--- config.mk ---
export PLATFORM = sky130hd
export DESIGN_NAME = actr_queue
export DESIGN_NICKNAME = d
export VERILOG_FILES = /design/src/hdl/actr_pkg.sv /design/src/hdl/actr_queue.sv
export SDC_FILE = /design/constraint.sdc
export NUM_CORES = 1
export LEC_CHECK = 0
export BUFFER_PORTS_ARGS = -buffer_cell sky130_fd_sc_hd__buf_2
export CAP_MARGIN = 20
export CORE_ASPECT_RATIO = 0.5
export CORE_MARGIN = 2
export CORE_UTILIZATION = 45
export CTS_CLUSTER_DIAMETER = 60
export CTS_CLUSTER_SIZE = 20
export DETAILED_ROUTE_END_ITERATION = 16
export MAX_ROUTING_LAYER = met4
export PLACE_DENSITY = 0.74
export SYNTH_ARGS = -nofsm -noshare
export SYNTH_HDL_FRONTEND = slang
export SYNTH_SLANG_ARGS = --single-unit
--- constraint.sdc ---
create_clock -name clk -period 2.1 [get_ports clk]
set_clock_uncertainty 0.15 [all_clocks]
set_input_delay 0.315 -clock clk [delete_from_list [all_inputs] [get_ports clk]]
set_output_delay 0.315 -clock clk [all_outputs]
set_load 0.02 [all_outputs]
--- src/hdl/actr_pkg.sv ---
// Shared types, constants and AES round functions for the AES-128 CTR byte cipher.
// Used by every module under hdl but actr_checker; depends on nothing else.

package actr_pkg;

	// Configuration register indexes.
	localparam logic [2:0] CFG_KEY_HIGH      = 3'd0;
	localparam logic [2:0] CFG_KEY_LOW       = 3'd1;
	localparam logic [2:0] CFG_NONCE_HIGH    = 3'd2;
	localparam logic [2:0] CFG_NONCE_LOW     = 3'd3;
	localparam logic [2:0] CFG_COUNTER_START = 3'd4;

	localparam int QUEUE_DEPTH = 4;
	localparam int QPTR_W      = $clog2(QUEUE_DEPTH);
	localparam logic [3:0] LAST_ROUND = 4'd10;

	// One classified byte travelling from the front to the back.
	typedef struct packed {
		logic [7:0]  data;
		logic        last;
		logic [3:0]  pos;
		logic        need;  // Byte opens a keystream block.
		logic [31:0] ctr;   // Counter of that block.
	} actr_item_t;

	// Request to the round engine.
	typedef struct packed {
		logic        start;
		logic [31:0] ctr;
	} actr_eng_req_t;

	localparam logic [7:0] SBOX [256] = '{
		8'h63,8'h7c,8'h77,8'h7b,8'hf2,8'h6b,8'h6f,8'hc5,8'h30,8'h01,8'h67,8'h2b,8'hfe,8'hd7,8'hab,8'h76,
		8'hca,8'h82,8'hc9,8'h7d,8'hfa,8'h59,8'h47,8'hf0,8'had,8'hd4,8'ha2,8'haf,8'h9c,8'ha4,8'h72,8'hc0,
		8'hb7,8'hfd,8'h93,8'h26,8'h36,8'h3f,8'hf7,8'hcc,8'h34,8'ha5,8'he5,8'hf1,8'h71,8'hd8,8'h31,8'h15,
		8'h04,8'hc7,8'h23,8'hc3,8'h18,8'h96,8'h05,8'h9a,8'h07,8'h12,8'h80,8'he2,8'heb,8'h27,8'hb2,8'h75,
		8'h09,8'h83,8'h2c,8'h1a,8'h1b,8'h6e,8'h5a,8'ha0,8'h52,8'h3b,8'hd6,8'hb3,8'h29,8'he3,8'h2f,8'h84,
		8'h53,8'hd1,8'h00,8'hed,8'h20,8'hfc,8'hb1,8'h5b,8'h6a,8'hcb,8'hbe,8'h39,8'h4a,8'h4c,8'h58,8'hcf,
		8'hd0,8'hef,8'haa,8'hfb,8'h43,8'h4d,8'h33,8'h85,8'h45,8'hf9,8'h02,8'h7f,8'h50,8'h3c,8'h9f,8'ha8,
		8'h51,8'ha3,8'h40,8'h8f,8'h92,8'h9d,8'h38,8'hf5,8'hbc,8'hb6,8'hda,8'h21,8'h10,8'hff,8'hf3,8'hd2,
		8'hcd,8'h0c,8'h13,8'hec,8'h5f,8'h97,8'h44,8'h17,8'hc4,8'ha7,8'h7e,8'h3d,8'h64,8'h5d,8'h19,8'h73,
		8'h60,8'h81,8'h4f,8'hdc,8'h22,8'h2a,8'h90,8'h88,8'h46,8'hee,8'hb8,8'h14,8'hde,8'h5e,8'h0b,8'hdb,
		8'he0,8'h32,8'h3a,8'h0a,8'h49,8'h06,8'h24,8'h5c,8'hc2,8'hd3,8'hac,8'h62,8'h91,8'h95,8'he4,8'h79,
		8'he7,8'hc8,8'h37,8'h6d,8'h8d,8'hd5,8'h4e,8'ha9,8'h6c,8'h56,8'hf4,8'hea,8'h65,8'h7a,8'hae,8'h08,
		8'hba,8'h78,8'h25,8'h2e,8'h1c,8'ha6,8'hb4,8'hc6,8'he8,8'hdd,8'h74,8'h1f,8'h4b,8'hbd,8'h8b,8'h8a,
		8'h70,8'h3e,8'hb5,8'h66,8'h48,8'h03,8'hf6,8'h0e,8'h61,8'h35,8'h57,8'hb9,8'h86,8'hc1,8'h1d,8'h9e,
		8'he1,8'hf8,8'h98,8'h11,8'h69,8'hd9,8'h8e,8'h94,8'h9b,8'h1e,8'h87,8'he9,8'hce,8'h55,8'h28,8'hdf,
		8'h8c,8'ha1,8'h89,8'h0d,8'hbf,8'he6,8'h42,8'h68,8'h41,8'h99,8'h2d,8'h0f,8'hb0,8'h54,8'hbb,8'h16
	};

	// Multiply by x in GF(2^8).
	function automatic logic [7:0] xtime(input logic [7:0] a);
		xtime = {a[6:0], 1'b0} ^ (a[7] ? 8'h1b : 8'h00);
	endfunction

	// Round constant for rounds one to ten.
	function automatic logic [7:0] rcon(input logic [3:0] rnd);
		unique case (rnd)
			4'd1:    rcon = 8'h01;
			4'd2:    rcon = 8'h02;
			4'd3:    rcon = 8'h04;
			4'd4:    rcon = 8'h08;
			4'd5:    rcon = 8'h10;
			4'd6:    rcon = 8'h20;
			4'd7:    rcon = 8'h40;
			4'd8:    rcon = 8'h80;
			4'd9:    rcon = 8'h1b;
			4'd10:   rcon = 8'h36;
			default: rcon = 8'h00;
		endcase
	endfunction

	// S-box applied to each byte of a word.
	function automatic logic [31:0] sbox_word(input logic [31:0] w);
		sbox_word = {SBOX[w[31:24]], SBOX[w[23:16]], SBOX[w[15:8]], SBOX[w[7:0]]};
	endfunction

	// Next round key from the previous one; word 0 sits in bits 127..96.
	function automatic logic [127:0] next_round_key(input logic [127:0] rk,
		input logic [7:0] rc);
		logic [31:0] w0, w1, w2, w3;
		w0 = rk[127:96] ^ sbox_word({rk[23:0], rk[31:24]}) ^ {rc, 24'h0};
		w1 = rk[95:64] ^ w0;
		w2 = rk[63:32] ^ w1;
		w3 = rk[31:0] ^ w2;
		next_round_key = {w0, w1, w2, w3};
	endfunction

	// One cipher round; byte i of the state sits in bits 127-8i..120-8i.
	function automatic logic [127:0] aes_round(input logic [127:0] s,
		input logic [127:0] rk, input logic last);
		logic [7:0] t [16];
		logic [7:0] a0, a1, a2, a3, all;
		logic [127:0] m;
		for (int c = 0; c < 4; c++) begin
			for (int r = 0; r < 4; r++) begin
				t[4*c+r] = SBOX[s[8*(15-(4*((c+r)%4)+r)) +: 8]];
			end
		end
		for (int c = 0; c < 4; c++) begin
			a0 = t[4*c];
			a1 = t[4*c+1];
			a2 = t[4*c+2];
			a3 = t[4*c+3];
			all = a0 ^ a1 ^ a2 ^ a3;
			if (last) begin
				m[8*(15-4*c) +: 8]     = a0;
				m[8*(14-4*c) +: 8]     = a1;
				m[8*(13-4*c) +: 8]     = a2;
				m[8*(12-4*c) +: 8]     = a3;
			end else begin
				m[8*(15-4*c) +: 8]     = a0 ^ all ^ xtime(a0 ^ a1);
				m[8*(14-4*c) +: 8]     = a1 ^ all ^ xtime(a1 ^ a2);
				m[8*(13-4*c) +: 8]     = a2 ^ all ^ xtime(a2 ^ a3);
				m[8*(12-4*c) +: 8]     = a3 ^ all ^ xtime(a3 ^ a0);
			end
		end
		aes_round = m ^ rk;
	endfunction

endpackage

--- src/hdl/actr_queue.sv ---
// Short queue of tagged bytes between the front and the back end.
// Depends on actr_pkg.

module actr_queue (
	input  logic                 clk,
	input  logic                 arst_n,
	input  logic                 push,
	input  actr_pkg::actr_item_t push_item,
	input  logic                 pop,
	output logic                 full,
	output logic                 head_valid,
	output actr_pkg::actr_item_t head
);
	import actr_pkg::*;

	actr_item_t          mem_q [QUEUE_DEPTH];
	logic [QPTR_W-1:0]   wr_ptr_q;
	logic [QPTR_W-1:0]   rd_ptr_q;
	logic [QPTR_W:0]     count_q;

	assign full       = (count_q == (QPTR_W+1)'(QUEUE_DEPTH));
	assign head_valid = (count_q != '0);
	assign head       = mem_q[rd_ptr_q];

	// Storage needs no reset.
	always_ff @(posedge clk) begin
		if (push) begin
			mem_q[wr_ptr_q] <= push_item;
		end
	end

	always_ff @(posedge clk or negedge arst_n) begin
		if (!arst_n) begin
			wr_ptr_q <= '0;
			rd_ptr_q <= '0;
			count_q  <= '0;
		end else begin
			if (push) begin
				wr_ptr_q <= wr_ptr_q + 1'b1;
			end
			if (pop) begin
				rd_ptr_q <= rd_ptr_q + 1'b1;
			end
			if (push && !pop) begin
				count_q <= count_q + 1'b1;
			end else if (pop && !push) begin
				count_q <= count_q - 1'b1;
			end
		end
	end

endmodule

==> impl_metrics.toml <==
[status]
status = "finished, violations left"
violations = "setup timing"

[detailed_routing]
avgRoutedWirePerCell_um = 19.2
num_vias = 3295
detail_route.drc_violations = 0
first_iter_violations = 205
ant_nets = 0
firstDrtPassIters = 4
drt_wl_total_um = 12600
routed_via_density = 5.01

[grt]
antenna_found_initial = 0
grt_pass1_wl_um = 20200
grt_max_degree = 38
grt_pass1_vias = 3731
grt_use_total = 0.169
gr-total-overflow = 0

[hold_path]
hold_path.class = "in -> reg"
min_from = "push"

[critical_path]
startpoint_type = "flip-flop"
arrival_ns = 1.80
required_ns = 1.63
worstPathMaxFanout = 21
critPathMaxStageDelay_ns = 0.52
cpMaxStageDelayCell = "mux4_2"
r2r-start = "wr_ptr_q[1]"
worst-path-buf-inv = 2
crit_start = "rd_ptr_q[0]"
crit_chain = "buf_12 -> mux4_2 -> buf_2"
critPathKind = "reg -> out"
cp-end-kind = "output port"
cp_top_family = "multiplexers"

[layout]
final_common_cell = "edfxtp_1"
finalNonFillerCells = 658
area_growth_pct = 28.6
drive_gt1_frac = 0.430
diodes = 0
finalNetCount = 497
mostFrequentLayoutCells = "184 x edfxtp_1, 90 x buf_2, 48 x dlygate4sd3_1, 46 x mux4_2, 17 x clkbuf_16"

[clock_tree]
clk_latency_ns = 0.42
cts.path.max_buffers = 2
htree_levels = 4
cts.sinks = 191
cts_tree = "yes"
root_buffer = "clkbuf_16"
path_clk_slew_ns = 0.07
cts_made_buffers = 17

[floorplan]
boundaryPins = 98
rows = 32
initial_core_util = 0.458
die_area_sq_um = 16700
die_width_um = 181
die_h_um = 92.4
core_area_sq_um = 15300

[timing]
setup_viol = 46
min_period_ns = 2.26
worst_slack_ns = -0.164
rsz0062_at_grt = "yes"
max-slew-margin-rel = 0.800
tightest_slew_ns = 0.301
slew_viol_final = 0
hold_ws_ns = 0.0135
max_freq_mhz = 442
post-route-period-util = 1.08
hold_viol = 0

[power]
p_clk_frac = 0.266
leakagePower_nw = 3.17
sw_frac_of_total = 0.314
p_seq_frac = 0.415
p_switching_mw = 3.96
p_int_mw = 8.65
irDropWorstVdd_uv = 622
p_comb_frac = 0.319
p_per_area_nw_per_um2 = 1400

[yosys]
ys_warn_count = 0
avgSynthCellArea_sq_um = 25.6
syn-num-nets = 330
yosys.area_share.adder = 0.0118
yosysUniqueCellTypes = 19
synth_xor_area_frac = 0.00748
ys_ff_latch = 191
synth_simple_gate_area_share = 0.00712
syn_inst = 274
synth_top_family_by_area = "multiplexers"
synth_area_sq_um = 7030
seq_area_frac_synth = 0.811
synth-compound-area-share = 0.000712
synth.area.mux_share = 0.149

[flow_run]
maxCapViolCount = 0

[place]
io_buffers = 97
gp_congestion = 0.721
dp_hpwl_um = 7550
post-place-ws_ns = 0.257
place_inst = 578
## per-layer routing
metal / vias up / GRT usage / wire, um
li1: 1491 / - / -
met1: 1727 / 0.207 / 5250
met2: 66 / 0.286 / 6870
met3: 11 / 0.0319 / 379
met4: 0 / 0.0618 / 143
met5: - / - / 0
## kinds of logic (layout without fill, tap and decap cells)
kind of cell / after synthesis / after routing
AO/OA/AOI/OAI: 1 / 1
XOR/XNOR: 6 / 6
adder cells (fa/ha/maj): 6 / 6
buffers and inverters: 14 / 194
flip-flops: 191 / 191
multiplexers: 47 / 47
AND/OR/NAND/NOR: 9 / 9
## metrics by stage
stage	instance area, sq um	total power [mW]	util	setup TNS (ns)
2_1_floorplan	7030	7.92	-	0
3_3_place_gp	7890	9.17	0.514	0
3_5_place_dp	7890	9.26	0.514	0
4_1_cts	9000	12.7	0.587	-8.54
5_1_grt	9030	13.2	0.589	-10.22
6_report	9030	12.6	0.589	-6.65
## state kept, by name (all words and copies together), names as in the netlist
register and cells:
count_q 3, mem_q 184, rd_ptr_q 2, wr_ptr_q 2
## layout make-up
class / count / area [sq um]
clock buffers: 17 / 425
flip-flops and latches: 191 / 5710
multi-input cells: 69 / 1240
repair buffers: 158 / 1190
fillers: 1109 / 6300
clock inverters: 15 / 198
well taps: 204 / 255
inverters: 4 / 15.0
## synthesized netlist by cell type
| master | n | share of area |
|---|---|---|
| and2_1 | 4 | 0.0036 |
| dfrtp_1 | 7 | 0.025 |
| nor3b_1 | 1 | 0.0011 |
| edfxtp_1 | 184 | 0.79 |
| nor2_1 | 1 | 0.00053 |
| o21ai_0 | 1 | 0.00071 |
| or3_1 | 1 | 0.00089 |
| inv_1 | 4 | 0.0021 |
| xnor2_1 | 2 | 0.0025 |
| xor2_1 | 4 | 0.0050 |
| mux2_2 | 1 | 0.0016 |
| ha_1 | 5 | 0.0089 |
| nand2_1 | 2 | 0.0011 |
| mux4_2 | 46 | 0.15 |
| fa_1 | 1 | 0.0028 |
| buf_2 | 4 | 0.0028 |
| buf_4 | 2 | 0.0021 |
| clkbuf_1 | 1 | 0.00053 |
| buf_6 | 3 | 0.0048 |
## path summary, 6_finish.rpt
check | end | slack, ns | depth (start not counted)
worst max-delay path | head[40] | -0.16 | 3
worst min-delay path | wr_ptr_q[0] | 0.01 | 2
worst max register to register | mem_q[1][9] | 0.44 | 4
worst min register to register | count_q[2] | 0.34 | 1
max in group asynchronous | rd_ptr_q[0] | 1.52 | 2
min in group asynchronous | count_q[1] | 0.10 | 2
## worst register-to-register path: cells and delay by family (launching register included)
family | cells | cell delay, ns
flip-flops | 1 | 0.40
buffers and inverters | 2 | 0.38
adder cells (fa/ha/maj) | 1 | 0.14
AND/OR/NAND/NOR | 1 | 0.25
## power by group through the flow
stage               combinational, mW  clock, mW  sequential [mW]
floorplan                        2.72          0             5.20
global placement                 3.89          0             5.28
detailed placement               3.94          0             5.33
CTS                              4.03       3.43             5.24
global route                     4.31       3.58             5.30
finish                           4.02       3.35             5.23
## repair_timing
item | 4_1_cts | 5_1_grt
hold buffers | 48 | 0
gates resized for setup | 2 | 11
setup endpoints to repair | 46 | 46
endpoints found under the hold margin | 192 | 0
setup buffers | 0 | 0
No activity file was read; power rests on OpenSTA's default activity.
