[src/hdl/actr_pkg.sv]
// Shared types, constants and AES round functions for the AES-128 CTR byte cipher.
// Used by every module under hdl but actr_checker; depends on nothing else.

package actr_pkg;

	// Configuration register indexes.
	localparam logic [2:0] CFG_KEY_HIGH      = 3'd0;
	localparam logic [2:0] CFG_KEY_LOW       = 3'd1;
	localparam logic [2:0] CFG_NONCE_HIGH    = 3'd2;
	localparam logic [2:0] CFG_NONCE_LOW     = 3'd3;
	localparam logic [2:0] CFG_COUNTER_START = 3'd4;

	localparam int QUEUE_DEPTH = 4;
	localparam int QPTR_W      = $clog2(QUEUE_DEPTH);
	localparam logic [3:0] LAST_ROUND = 4'd10;

	// One classified byte travelling from the front to the back.
	typedef struct packed {
		logic [7:0]  data;
		logic        last;
		logic [3:0]  pos;
		logic        need;  // Byte opens a keystream block.
		logic [31:0] ctr;   // Counter of that block.
	} actr_item_t;

	// Request to the round engine.
	typedef struct packed {
		logic        start;
		logic [31:0] ctr;
	} actr_eng_req_t;

	localparam logic [7:0] SBOX [256] = '{
		8'h63,8'h7c,8'h77,8'h7b,8'hf2,8'h6b,8'h6f,8'hc5,8'h30,8'h01,8'h67,8'h2b,8'hfe,8'hd7,8'hab,8'h76,
		8'hca,8'h82,8'hc9,8'h7d,8'hfa,8'h59,8'h47,8'hf0,8'had,8'hd4,8'ha2,8'haf,8'h9c,8'ha4,8'h72,8'hc0,
		8'hb7,8'hfd,8'h93,8'h26,8'h36,8'h3f,8'hf7,8'hcc,8'h34,8'ha5,8'he5,8'hf1,8'h71,8'hd8,8'h31,8'h15,
		8'h04,8'hc7,8'h23,8'hc3,8'h18,8'h96,8'h05,8'h9a,8'h07,8'h12,8'h80,8'he2,8'heb,8'h27,8'hb2,8'h75,
		8'h09,8'h83,8'h2c,8'h1a,8'h1b,8'h6e,8'h5a,8'ha0,8'h52,8'h3b,8'hd6,8'hb3,8'h29,8'he3,8'h2f,8'h84,
		8'h53,8'hd1,8'h00,8'hed,8'h20,8'hfc,8'hb1,8'h5b,8'h6a,8'hcb,8'hbe,8'h39,8'h4a,8'h4c,8'h58,8'hcf,
		8'hd0,8'hef,8'haa,8'hfb,8'h43,8'h4d,8'h33,8'h85,8'h45,8'hf9,8'h02,8'h7f,8'h50,8'h3c,8'h9f,8'ha8,
		8'h51,8'ha3,8'h40,8'h8f,8'h92,8'h9d,8'h38,8'hf5,8'hbc,8'hb6,8'hda,8'h21,8'h10,8'hff,8'hf3,8'hd2,
		8'hcd,8'h0c,8'h13,8'hec,8'h5f,8'h97,8'h44,8'h17,8'hc4,8'ha7,8'h7e,8'h3d,8'h64,8'h5d,8'h19,8'h73,
		8'h60,8'h81,8'h4f,8'hdc,8'h22,8'h2a,8'h90,8'h88,8'h46,8'hee,8'hb8,8'h14,8'hde,8'h5e,8'h0b,8'hdb,
		8'he0,8'h32,8'h3a,8'h0a,8'h49,8'h06,8'h24,8'h5c,8'hc2,8'hd3,8'hac,8'h62,8'h91,8'h95,8'he4,8'h79,
		8'he7,8'hc8,8'h37,8'h6d,8'h8d,8'hd5,8'h4e,8'ha9,8'h6c,8'h56,8'hf4,8'hea,8'h65,8'h7a,8'hae,8'h08,
		8'hba,8'h78,8'h25,8'h2e,8'h1c,8'ha6,8'hb4,8'hc6,8'he8,8'hdd,8'h74,8'h1f,8'h4b,8'hbd,8'h8b,8'h8a,
		8'h70,8'h3e,8'hb5,8'h66,8'h48,8'h03,8'hf6,8'h0e,8'h61,8'h35,8'h57,8'hb9,8'h86,8'hc1,8'h1d,8'h9e,
		8'he1,8'hf8,8'h98,8'h11,8'h69,8'hd9,8'h8e,8'h94,8'h9b,8'h1e,8'h87,8'he9,8'hce,8'h55,8'h28,8'hdf,
		8'h8c,8'ha1,8'h89,8'h0d,8'hbf,8'he6,8'h42,8'h68,8'h41,8'h99,8'h2d,8'h0f,8'hb0,8'h54,8'hbb,8'h16
	};

	// Multiply by x in GF(2^8).
	function automatic logic [7:0] xtime(input logic [7:0] a);
		xtime = {a[6:0], 1'b0} ^ (a[7] ? 8'h1b : 8'h00);
	endfunction

	// Round constant for rounds one to ten.
	function automatic logic [7:0] rcon(input logic [3:0] rnd);
		unique case (rnd)
			4'd1:    rcon = 8'h01;
			4'd2:    rcon = 8'h02;
			4'd3:    rcon = 8'h04;
			4'd4:    rcon = 8'h08;
			4'd5:    rcon = 8'h10;
			4'd6:    rcon = 8'h20;
			4'd7:    rcon = 8'h40;
			4'd8:    rcon = 8'h80;
			4'd9:    rcon = 8'h1b;
			4'd10:   rcon = 8'h36;
			default: rcon = 8'h00;
		endcase
	endfunction

	// S-box applied to each byte of a word.
	function automatic logic [31:0] sbox_word(input logic [31:0] w);
		sbox_word = {SBOX[w[31:24]], SBOX[w[23:16]], SBOX[w[15:8]], SBOX[w[7:0]]};
	endfunction

	// Next round key from the previous one; word 0 sits in bits 127..96.
	function automatic logic [127:0] next_round_key(input logic [127:0] rk,
		input logic [7:0] rc);
		logic [31:0] w0, w1, w2, w3;
		w0 = rk[127:96] ^ sbox_word({rk[23:0], rk[31:24]}) ^ {rc, 24'h0};
		w1 = rk[95:64] ^ w0;
		w2 = rk[63:32] ^ w1;
		w3 = rk[31:0] ^ w2;
		next_round_key = {w0, w1, w2, w3};
	endfunction

	// One cipher round; byte i of the state sits in bits 127-8i..120-8i.
	function automatic logic [127:0] aes_round(input logic [127:0] s,
		input logic [127:0] rk, input logic last);
		logic [7:0] t [16];
		logic [7:0] a0, a1, a2, a3, all;
		logic [127:0] m;
		for (int c = 0; c < 4; c++) begin
			for (int r = 0; r < 4; r++) begin
				t[4*c+r] = SBOX[s[8*(15-(4*((c+r)%4)+r)) +: 8]];
			end
		end
		for (int c = 0; c < 4; c++) begin
			a0 = t[4*c];
			a1 = t[4*c+1];
			a2 = t[4*c+2];
			a3 = t[4*c+3];
			all = a0 ^ a1 ^ a2 ^ a3;
			if (last) begin
				m[8*(15-4*c) +: 8]     = a0;
				m[8*(14-4*c) +: 8]     = a1;
				m[8*(13-4*c) +: 8]     = a2;
				m[8*(12-4*c) +: 8]     = a3;
			end else begin
				m[8*(15-4*c) +: 8]     = a0 ^ all ^ xtime(a0 ^ a1);
				m[8*(14-4*c) +: 8]     = a1 ^ all ^ xtime(a1 ^ a2);
				m[8*(13-4*c) +: 8]     = a2 ^ all ^ xtime(a2 ^ a3);
				m[8*(12-4*c) +: 8]     = a3 ^ all ^ xtime(a3 ^ a0);
			end
		end
		aes_round = m ^ rk;
	endfunction

endpackage

[src/hdl/actr_front.sv]
// Front end: accepts bytes, tracks counter and byte position, tags each byte.
// Depends on actr_pkg.

module actr_front (
	input  logic                 clk,
	input  logic                 arst_n,
	input  logic                 in_valid,
	input  logic                 q_full,
	input  logic [7:0]           data_byte,
	input  logic                 first_byte,
	input  logic                 last_byte,
	input  logic [31:0]          counter_start,
	output logic                 in_stall,
	output logic                 push,
	output actr_pkg::actr_item_t item
);
	import actr_pkg::*;

	logic [31:0] block_counter_q;
	logic [3:0]  byte_pos_q;
	logic [31:0] ctr;
	logic [3:0]  pos;

	assign in_stall = q_full;
	assign push     = in_valid && !q_full;

	// A first byte restarts the counter and the position.
	always_comb begin
		ctr = first_byte ? counter_start : block_counter_q;
		pos = first_byte ? 4'd0 : byte_pos_q;
		item.data = data_byte;
		item.last = last_byte;
		item.pos  = pos;
		item.need = (pos == 4'd0);
		item.ctr  = ctr;
	end

	always_ff @(posedge clk or negedge arst_n) begin
		if (!arst_n) begin
			block_counter_q <= '0;
			byte_pos_q      <= '0;
		end else if (push) begin
			block_counter_q <= (pos == 4'd0) ? ctr + 32'd1 : ctr;
			byte_pos_q      <= pos + 4'd1;
		end
	end

endmodule

[config.mk]
export PLATFORM = sky130hd
export DESIGN_NAME = actr_front
export DESIGN_NICKNAME = d
export VERILOG_FILES = /design/src/hdl/actr_pkg.sv /design/src/hdl/actr_front.sv
export SDC_FILE = /design/constraint.sdc
export NUM_CORES = 1
export LEC_CHECK = 0
export ABC_CLOCK_PERIOD_IN_PS = 6050
export BUFFER_PORTS_ARGS = -buffer_cell sky130_fd_sc_hd__buf_4
export CORE_UTILIZATION = 35
export DETAILED_ROUTE_END_ITERATION = 10
export SLEW_MARGIN = 20
export SYNTH_ARGS = -nofsm -noshare
export SYNTH_HDL_FRONTEND = slang
export SYNTH_SLANG_ARGS = --single-unit
[constraint.sdc]
create_clock -name clk -period 6.05 [get_ports clk]
set_clock_uncertainty 0.05 [all_clocks]
set_input_delay 0.9075 -clock clk [delete_from_list [all_inputs] [get_ports clk]]
set_output_delay 0.9075 -clock clk [all_outputs]
set_load 0.02 [all_outputs]
==> summary.txt, run 1 <==
Power and ir drop
  – Clock network fraction of total power: 22.7%
  – Standby leakage power: 1.53 nW
  – Switching power of the nets: 0.293 mW
  – Worst IR Drop VDD: 0.0729 mV
  – Share of total power consumed by net switching: 36.5%
  – Power share of the sequential group: 39.8%
  – Cell internal pwr: 0.511 mW
  – Power density of the placed cells: 233 mW/mm^2
  – Logic pwr share: 37.5%

Place
  – Placed Area: 0.00335 sq mm
  – Final Wtd Congestion: 0.744
  – Count of input and output buffers: 75
  – DPL Wire Length: 5.11 mm
  – Setup slack at placement: 2.44 ns

Setup path
  – Crit-path max cell delay: 0.52 ns
  – Critical-path cell list: buf_4, nand2b_2, buf_4, clkinv_1, buf_4
  – Cell with the largest stage delay on the worst path: sky130_fd_sc_hd__buf_4
  – Terminus of the critical flop-to-flop path: block_counter_q[26]
  – Largest fanout of any net on the critical path: 71
  – Register-to-register path setup slack: 3.81 ns
  – Data required time at the worst endpoint: 5.09 ns
  – Worst setup path start: q_full
  – Data arrival time of the critical path: 2.40 ns
  – Category of the critical setup timing path: in -> out
  – Element type at the critical path start: input pin
  – Most numerous cell on the critical path: sky130_fd_sc_hd__buf_4
  – Critical register-to-register path startpoint: block_counter_q[0]
  – Kind of end point of the critical path: output port
  – Path depth of the worst reg2reg path: 6

Floorplanning
  – CORE AREA: 0.00781 sq mm
  – Area enclosed by the die boundary: 0.00855 sq mm
  – Number of core rows: 32
  – Starting density of the core: 36.7%
  – Width of the chip: 92.5 um
  – Number of primary I/O pins: 94
  – Die span in y: 92.5 um

Synthesis
  – Count of flip-flops with a built-in enable after synthesis: 0
  – Most instantiated cells after synthesis: sky130_fd_sc_hd__nand2_1 (47), sky130_fd_sc_hd__dfrtp_1 (36), sky130_fd_sc_hd__nand3_1 (21)
  – Proportion of register bits with asynchronous set or reset after synthesis: 100%
  – Mapped Nets: 375
  – Post-Synthesis Mean Instance Area: 8.79 sq um
  – Top cell type by total area after synthesis: sky130_fd_sc_hd__dfrtp_1
  – Area fraction of the dominant cell type after synthesis: 31.5%
  – Syn Inst Count: 326
  – Mapped Area: 0.00286 sq mm
  – Register bit total from synthesis: 36
  – Biggest area contributors in the synthesized netlist: sky130_fd_sc_hd__dfrtp_1 (31%), sky130_fd_sc_hd__mux2_2 (7.5%), sky130_fd_sc_hd__nand2_1 (6.2%)
  – Sequential area share after synthesis: 31.5%
  – Yosys Warn Count: 0
  – Cell with the most instances after synthesis: sky130_fd_sc_hd__nand2_1
  – Distinct cell type count of the synthesized netlist: 57
  – Most common flop cell mapped by yosys: sky130_fd_sc_hd__dfrtp_1

STA
  – Min cycle time layout: 3.36 ns
  – Final setup vio count: 0
  – Final critical-path share of the clock period: 55.6%
  – Number of max-slew violations in the final report: 0
  – Pin slew with the least headroom to its limit: 0.722 ns
  – Final TNS setup: 0 ns
  – Final setup margin: 2.69 ns
  – Maximum achievable frequency: 297 MHz
  – Relative slew slack: 51.9%
  – RSZ-0062 raised after global routing: false
  – Final Hold Violating Endpoints: 0

Finish
  – Number of diodes added for antenna fixing: 0
  – Net count of the finished layout: 425
  – Layout cell share with drive strength beyond 1: 30.2%
  – Post-route cell area: 0.00344 sq mm
  – Area Overhead vs Synth: 20.2%

Global routing
  – First-pass GRT wire length: 11.8 mm
  – Via count of the first global-routing pass: 2,472
  – Pin count of the biggest net entering global routing: 72
  – Overall Global Routing Usage: 17.3%
  – Number of antenna violations at the first check in global routing: 0
  – Total gr overflow: 0

Hold path
  – Hold depth: 2
  – Worst min-delay path class: reg -> reg
  – HP Start: block_counter_q[31]
  – Destination of the worst hold path: block_counter_q[31]

CTS
  – Clock latency of the later-clocked register in the worst-skew pair: 0.29 ns
  – Clock tree from TritonCTS: built
  – Number of H-tree levels: 2
  – Post-CTS Hold Buffers: 0
  – Maximum clock insertion buffer count: 2
  – Post-CTS setup buffer count: 0
  – Cts repair resizes: 0
  – TritonCTS Buffers: 5
  – Clock slew at reported path FFs: 0.08 ns
  – Sink count of the clock tree: 36
  – Root buffer cell: sky130_fd_sc_hd__clkbuf_8

Routing
  – DRT antenna net count: 0
  – Total vias in the final route: 2,568
  – Routed wire length: 7.10 mm
  – Router iterations before antenna repair: 4
  – Starting DRT DRC Count: 129
  – Final routed DRC violation total: 0
  – Vias per inst: 5.36
  – Routed wire per std cell: 14.8 um

Outcome
  – Outcome: complete, no violations

Job
  – Max capacitance violation total: 0
## logic make-up (layout without fill, tap and decap cells)
kind of cell | Yosys count | count (layout) | synth area share [%]
AO/OA/AOI/OAI | 71 | 71 | 18.4
buffers and inverters | 48 | 99 | 9.44
multiplexers | 29 | 29 | 11.0
flip-flops | 36 | 36 | 31.5
XOR/XNOR | 12 | 12 | 3.67
AND/OR/NAND/NOR | 127 | 127 | 24.7
adder cells (fa/ha/maj) | 3 | 3 | 1.31
## layout by cell type (no fill, tap or decap), types with 2 or more instances in the layout
master                     count
sky130_fd_sc_hd__a211oi_1      2
sky130_fd_sc_hd__a21o_1        3
sky130_fd_sc_hd__a21oi_1       6
sky130_fd_sc_hd__a22oi_2       2
sky130_fd_sc_hd__a31oi_1       3
sky130_fd_sc_hd__and2_1        3
sky130_fd_sc_hd__and3_1        2
sky130_fd_sc_hd__and4_1        5
sky130_fd_sc_hd__buf_4        76
sky130_fd_sc_hd__clkbuf_8      6
sky130_fd_sc_hd__clkinv_2      2
sky130_fd_sc_hd__dfrtp_1      36
sky130_fd_sc_hd__ha_1          3
sky130_fd_sc_hd__inv_1        14
sky130_fd_sc_hd__mux2_2       19
sky130_fd_sc_hd__mux2i_1      10
sky130_fd_sc_hd__nand2_1      47
sky130_fd_sc_hd__nand2b_1      4
sky130_fd_sc_hd__nand3_1      21
sky130_fd_sc_hd__nand3b_1      7
sky130_fd_sc_hd__nand4_1       5
sky130_fd_sc_hd__nand4_2       2
sky130_fd_sc_hd__nor2_1        3
sky130_fd_sc_hd__nor2b_1       5
sky130_fd_sc_hd__nor3_1        4
sky130_fd_sc_hd__nor4_1        8
sky130_fd_sc_hd__o211ai_1      3
sky130_fd_sc_hd__o21ai_0      19
sky130_fd_sc_hd__o31a_1        8
sky130_fd_sc_hd__o31ai_1      12
sky130_fd_sc_hd__or4_1         3
sky130_fd_sc_hd__xnor2_1       7
sky130_fd_sc_hd__xor2_1        5
## stage by stage
| stage | util (%) | instances | hold WS (ns) | total power, mW |
|---|---|---|---|---|
| after CTS | 44.1 | 479 | 0.436 | 0.817 |
| after detailed placement | 42.9 | 471 | 0.417 | 0.630 |
| final | 44.1 | 479 | 0.431 | 0.804 |
| after global routing | 44.1 | 479 | 0.468 | 0.864 |
| after global placement | 42.9 | 471 | 0.410 | 0.623 |
| after floorplan | - | 326 | 0.395 | 0.526 |
## worst max path at each step
stage | depth (start not counted) | to
finish | 5 | push
global route | 5 | push
CTS | 5 | push
detailed placement | 7 | block_counter_q[26]
global placement | 7 | block_counter_q[26]
floorplan | 9 | item[32]
## cell type report
| cell class | instances | area, sq um |
|---|---|---|
| repair buffers | 76 | 571 |
| clock inverters | 2 | 10.0 |
| well taps | 102 | 128 |
| flip-flops and latches | 36 | 901 |
| fillers | 807 | 4360 |
| inverters | 15 | 56.3 |
| multi-input cells | 242 | 1700 |
| clock buffers | 6 | 82.6 |
## metal layers
metal,vias up,global-route usage (%),wire (um)
li1,1280,-,-
met2,63,28.5,3440
met4,0,4.43,73
met5,-,0,0
met1,1220,23.2,3290
met3,5,3.20,301
## power by group through the flow
stage	registers, mW	clock network (mW)	logic [mW]
6_report	0.320	0.183	0.301
5_1_grt	0.327	0.202	0.335
4_1_cts	0.320	0.192	0.306
3_5_place_dp	0.324	0	0.305
3_3_place_gp	0.323	0	0.300
2_1_floorplan	0.314	0	0.211
## flip-flops by register name (all words and copies together) (netlist names)
register / count
block_counter_q: 32
byte_pos_q: 4
## worst max-delay path, delay by kind of cell
family | cells | cell delay [ns]
buffers and inverters | 4 | 1.38
AND/OR/NAND/NOR | 1 | 0.10
Power figures use the tool's default switching activity.
==> inputs of run 2 (changes only) <==
- ABC_CLOCK_PERIOD_IN_PS: 6050 -> 3200
- clock period: 6.05 -> 3.2 ns (I/O delays scaled with it)
==> run 2 against run 1 <==
Final cell count rose by 0.63%. Critical path depth rose by 2. Worst setup slack got worse by 2.0 ns. Die area did not move. Hold slack got worse by 0.34 ns. Sequential share of layout area fell by 0.15 points. Global-route usage fell by 0.085 points. First-iteration DRC count fell by 26%. Design area rose by 0.58%. Combinational power rose by 90%. Flip-flop and latch count did not move. Register-to-register slack got worse by 2.8 ns.
==> summary.txt, run 2 (synthesis gave the netlist of run 1 again) <==
Outcome
  – Outcome: complete, no violations

Finish
  – Area Overhead vs Synth: 20.9%
  – Max reg flops: 32 (unchanged)
  – Most frequent standard cell in the layout excluding fill and tap cells: sky130_fd_sc_hd__buf_4
  – Fill cell instance count of the final layout: 815 (+0.99%)
  – Highest-count cells in the layout ignoring fill and taps: sky130_fd_sc_hd__buf_4 (79), sky130_fd_sc_hd__nand2_1 (47), sky130_fd_sc_hd__dfrtp_1 (36)
  – Biggest regs: block_counter_q: 32 flops, byte_pos_q: 4 flops
  – Number of diodes added for antenna fixing: 0 (unchanged)
  – Net count of the finished layout: 428 (+0.71%)
  – Register with the highest flop count: block_counter_q
  – Layout cell share with drive strength beyond 1: 30.3% (about the same)

CTS
  – Cts repair resizes: 0 (unchanged)
  – Maximum clock insertion buffer count: 2 (unchanged)
  – Post-CTS setup buffer count: 0 (unchanged)
  – Number of H-tree levels: 2 (unchanged)
  – Sink count of the clock tree: 36 (unchanged)
  – TritonCTS Buffers: 5 (unchanged)
  – Clock slew at reported path FFs: 0.07 ns (about the same)
  – Clock tree from TritonCTS: built
  – Post-CTS Hold Buffers: 0 (unchanged)
  – Clock latency of the later-clocked register in the worst-skew pair: 0.29 ns (about the same)
  – Root buffer cell: sky130_fd_sc_hd__clkbuf_8

STA
  – Number of max-slew violations in the final report: 0 (unchanged)
  – Final setup vio count: 0 (unchanged)
  – Relative slew slack: 55.8% (+3.9 points)
  – Final TNS setup: 0 ns (unchanged)
  – Maximum achievable frequency: 400 MHz
  – Min cycle time layout: 2.50 ns
  – Final Hold Violating Endpoints: 0 (unchanged)
  – Pin slew with the least headroom to its limit: 0.663 ns (-0.0588 ns)
  – Final critical-path share of the clock period: 78.0%
  – RSZ-0062 raised after global routing: false
  – Final setup margin: 0.703 ns (-1.98 ns)

Routing
  – Routed wire per std cell: 14.9 um (+0.60%)
  – Total vias in the final route: 2,557 (-0.43%)
  – Vias per inst: 5.30 (-1.0%)
  – Routed wire length: 7.19 mm (+1.2%)
  – Starting DRT DRC Count: 96 (-26%)
  – Router iterations before antenna repair: 4 (unchanged)
  – DRT antenna net count: 0 (unchanged)
  – Final routed DRC violation total: 0 (unchanged)

Setup path
  – Data required time at the worst endpoint: 3.36 ns (-1.73 ns)
  – Category of the critical setup timing path: in -> reg
  – Element type at the critical path start: input pin
  – Kind of end point of the critical path: flop
  – Data arrival time of the critical path: 2.66 ns (+0.26 ns)
  – Largest fanout of any net on the critical path: 38 (-46%)

Floorplanning
  – Starting density of the core: 36.7% (unchanged)
  – Width of the chip: 92.5 um (unchanged)
  – CORE AREA: 0.00781 sq mm (unchanged)
  – Area enclosed by the die boundary: 0.00855 sq mm (unchanged)
  – Number of primary I/O pins: 94 (unchanged)
  – Number of core rows: 32 (unchanged)
  – Die span in y: 92.5 um (unchanged)

Power and ir drop
  – Standby leakage power: 1.54 nW (+0.67%)
  – Power density of the placed cells: 440 mW/mm^2 (+89%)
  – Worst IR Drop VDD: 0.145 mV (+99%)

Global routing
  – First-pass GRT wire length: 11.6 mm (-1.5%)
  – Via count of the first global-routing pass: 2,336 (-5.5%)
  – Overall Global Routing Usage: 17.2% (-0.085 points)
  – Total gr overflow: 0 (unchanged)
  – Number of antenna violations at the first check in global routing: 0 (unchanged)
  – Pin count of the biggest net entering global routing: 71 (-1.4%)

Hold path
  – Worst min-delay path class: in -> async

Place
  – DPL Wire Length: 5.25 mm (+2.8%)
  – Setup slack at placement: 0.411 ns (-2.03 ns)
  – Count of input and output buffers: 75 (unchanged)
  – Final Wtd Congestion: 0.766 (+2.9%)

Job
  – Max capacitance violation total: 0 (unchanged)
-- run 2: cell count changes in the layout (fill, tap and decap cells not counted), sizes merged --
cell / before / now
clkbuf: 6 / 8
clkinv: 3 / 1
buf: 76 / 79
-- run 2: path summary, 6_finish.rpt --
kind	startpoint	to	slack (ns)	depth (start not counted)
setup / recovery	first_byte	block_counter_q[26]	0.70	7
min in group clk	block_counter_q[31]	block_counter_q[31]	0.43	2
hold / removal	arst_n	block_counter_q[8]	0.09	1
hold reg to reg	block_counter_q[31]	block_counter_q[31]	0.43	2
setup reg to reg	byte_pos_q[1]	block_counter_q[31]	1.03	6
max in group asynchronous	arst_n	block_counter_q[28]	2.67	1
-- run 2: worst max-delay path, cell delays in order --
cell and delay (ns):
sky130_fd_sc_hd__buf_4 0.31, sky130_fd_sc_hd__buf_4 0.43, sky130_fd_sc_hd__nand3_1 0.12, sky130_fd_sc_hd__a22o_1 0.26
sky130_fd_sc_hd__nand4bb_1 0.40, sky130_fd_sc_hd__o41a_1 0.47, sky130_fd_sc_hd__nor3_1 0.17
-- run 2: area by class of cell --
class	instances	area, sq um	area share [%]
sequential	36	901	26.0
inverter	15	56.3	1.63
multi-input combinational	242	1700	49.0
timing repair buffer	79	593	17.1
clock buffer	8	90.1	2.60
tap	102	128	3.68
-- run 2: report_power, final --
group	switching, mW	internal [mW]
Combinational	0.316	0.256
Sequential	0.0673	0.539
Clock	0.169	0.176
-- run 2: layer usage --
metal | vias up | routed length, um | global-route usage [%]
met2 | 60 | 3370 | 27.1
li1 | 1287 | - | -
met5 | - | 0 | 0
met3 | 8 | 344 | 3.37
met1 | 1202 | 3350 | 23.3
met4 | 0 | 127 | 5.99
-- run 2: through the flow --
stage	power [mW]	utilization, %	instance area (sq um)	cells	hold slack [ns]
after floorplan	0.994	-	2860	326	0.134
after global placement	1.18	43.2	3370	474	0.410
after detailed placement	1.19	43.2	3370	474	0.415
after CTS	1.54	44.4	3460	482	0.109
after global routing	1.63	44.4	3460	482	0.122
final	1.52	44.4	3460	482	0.0932
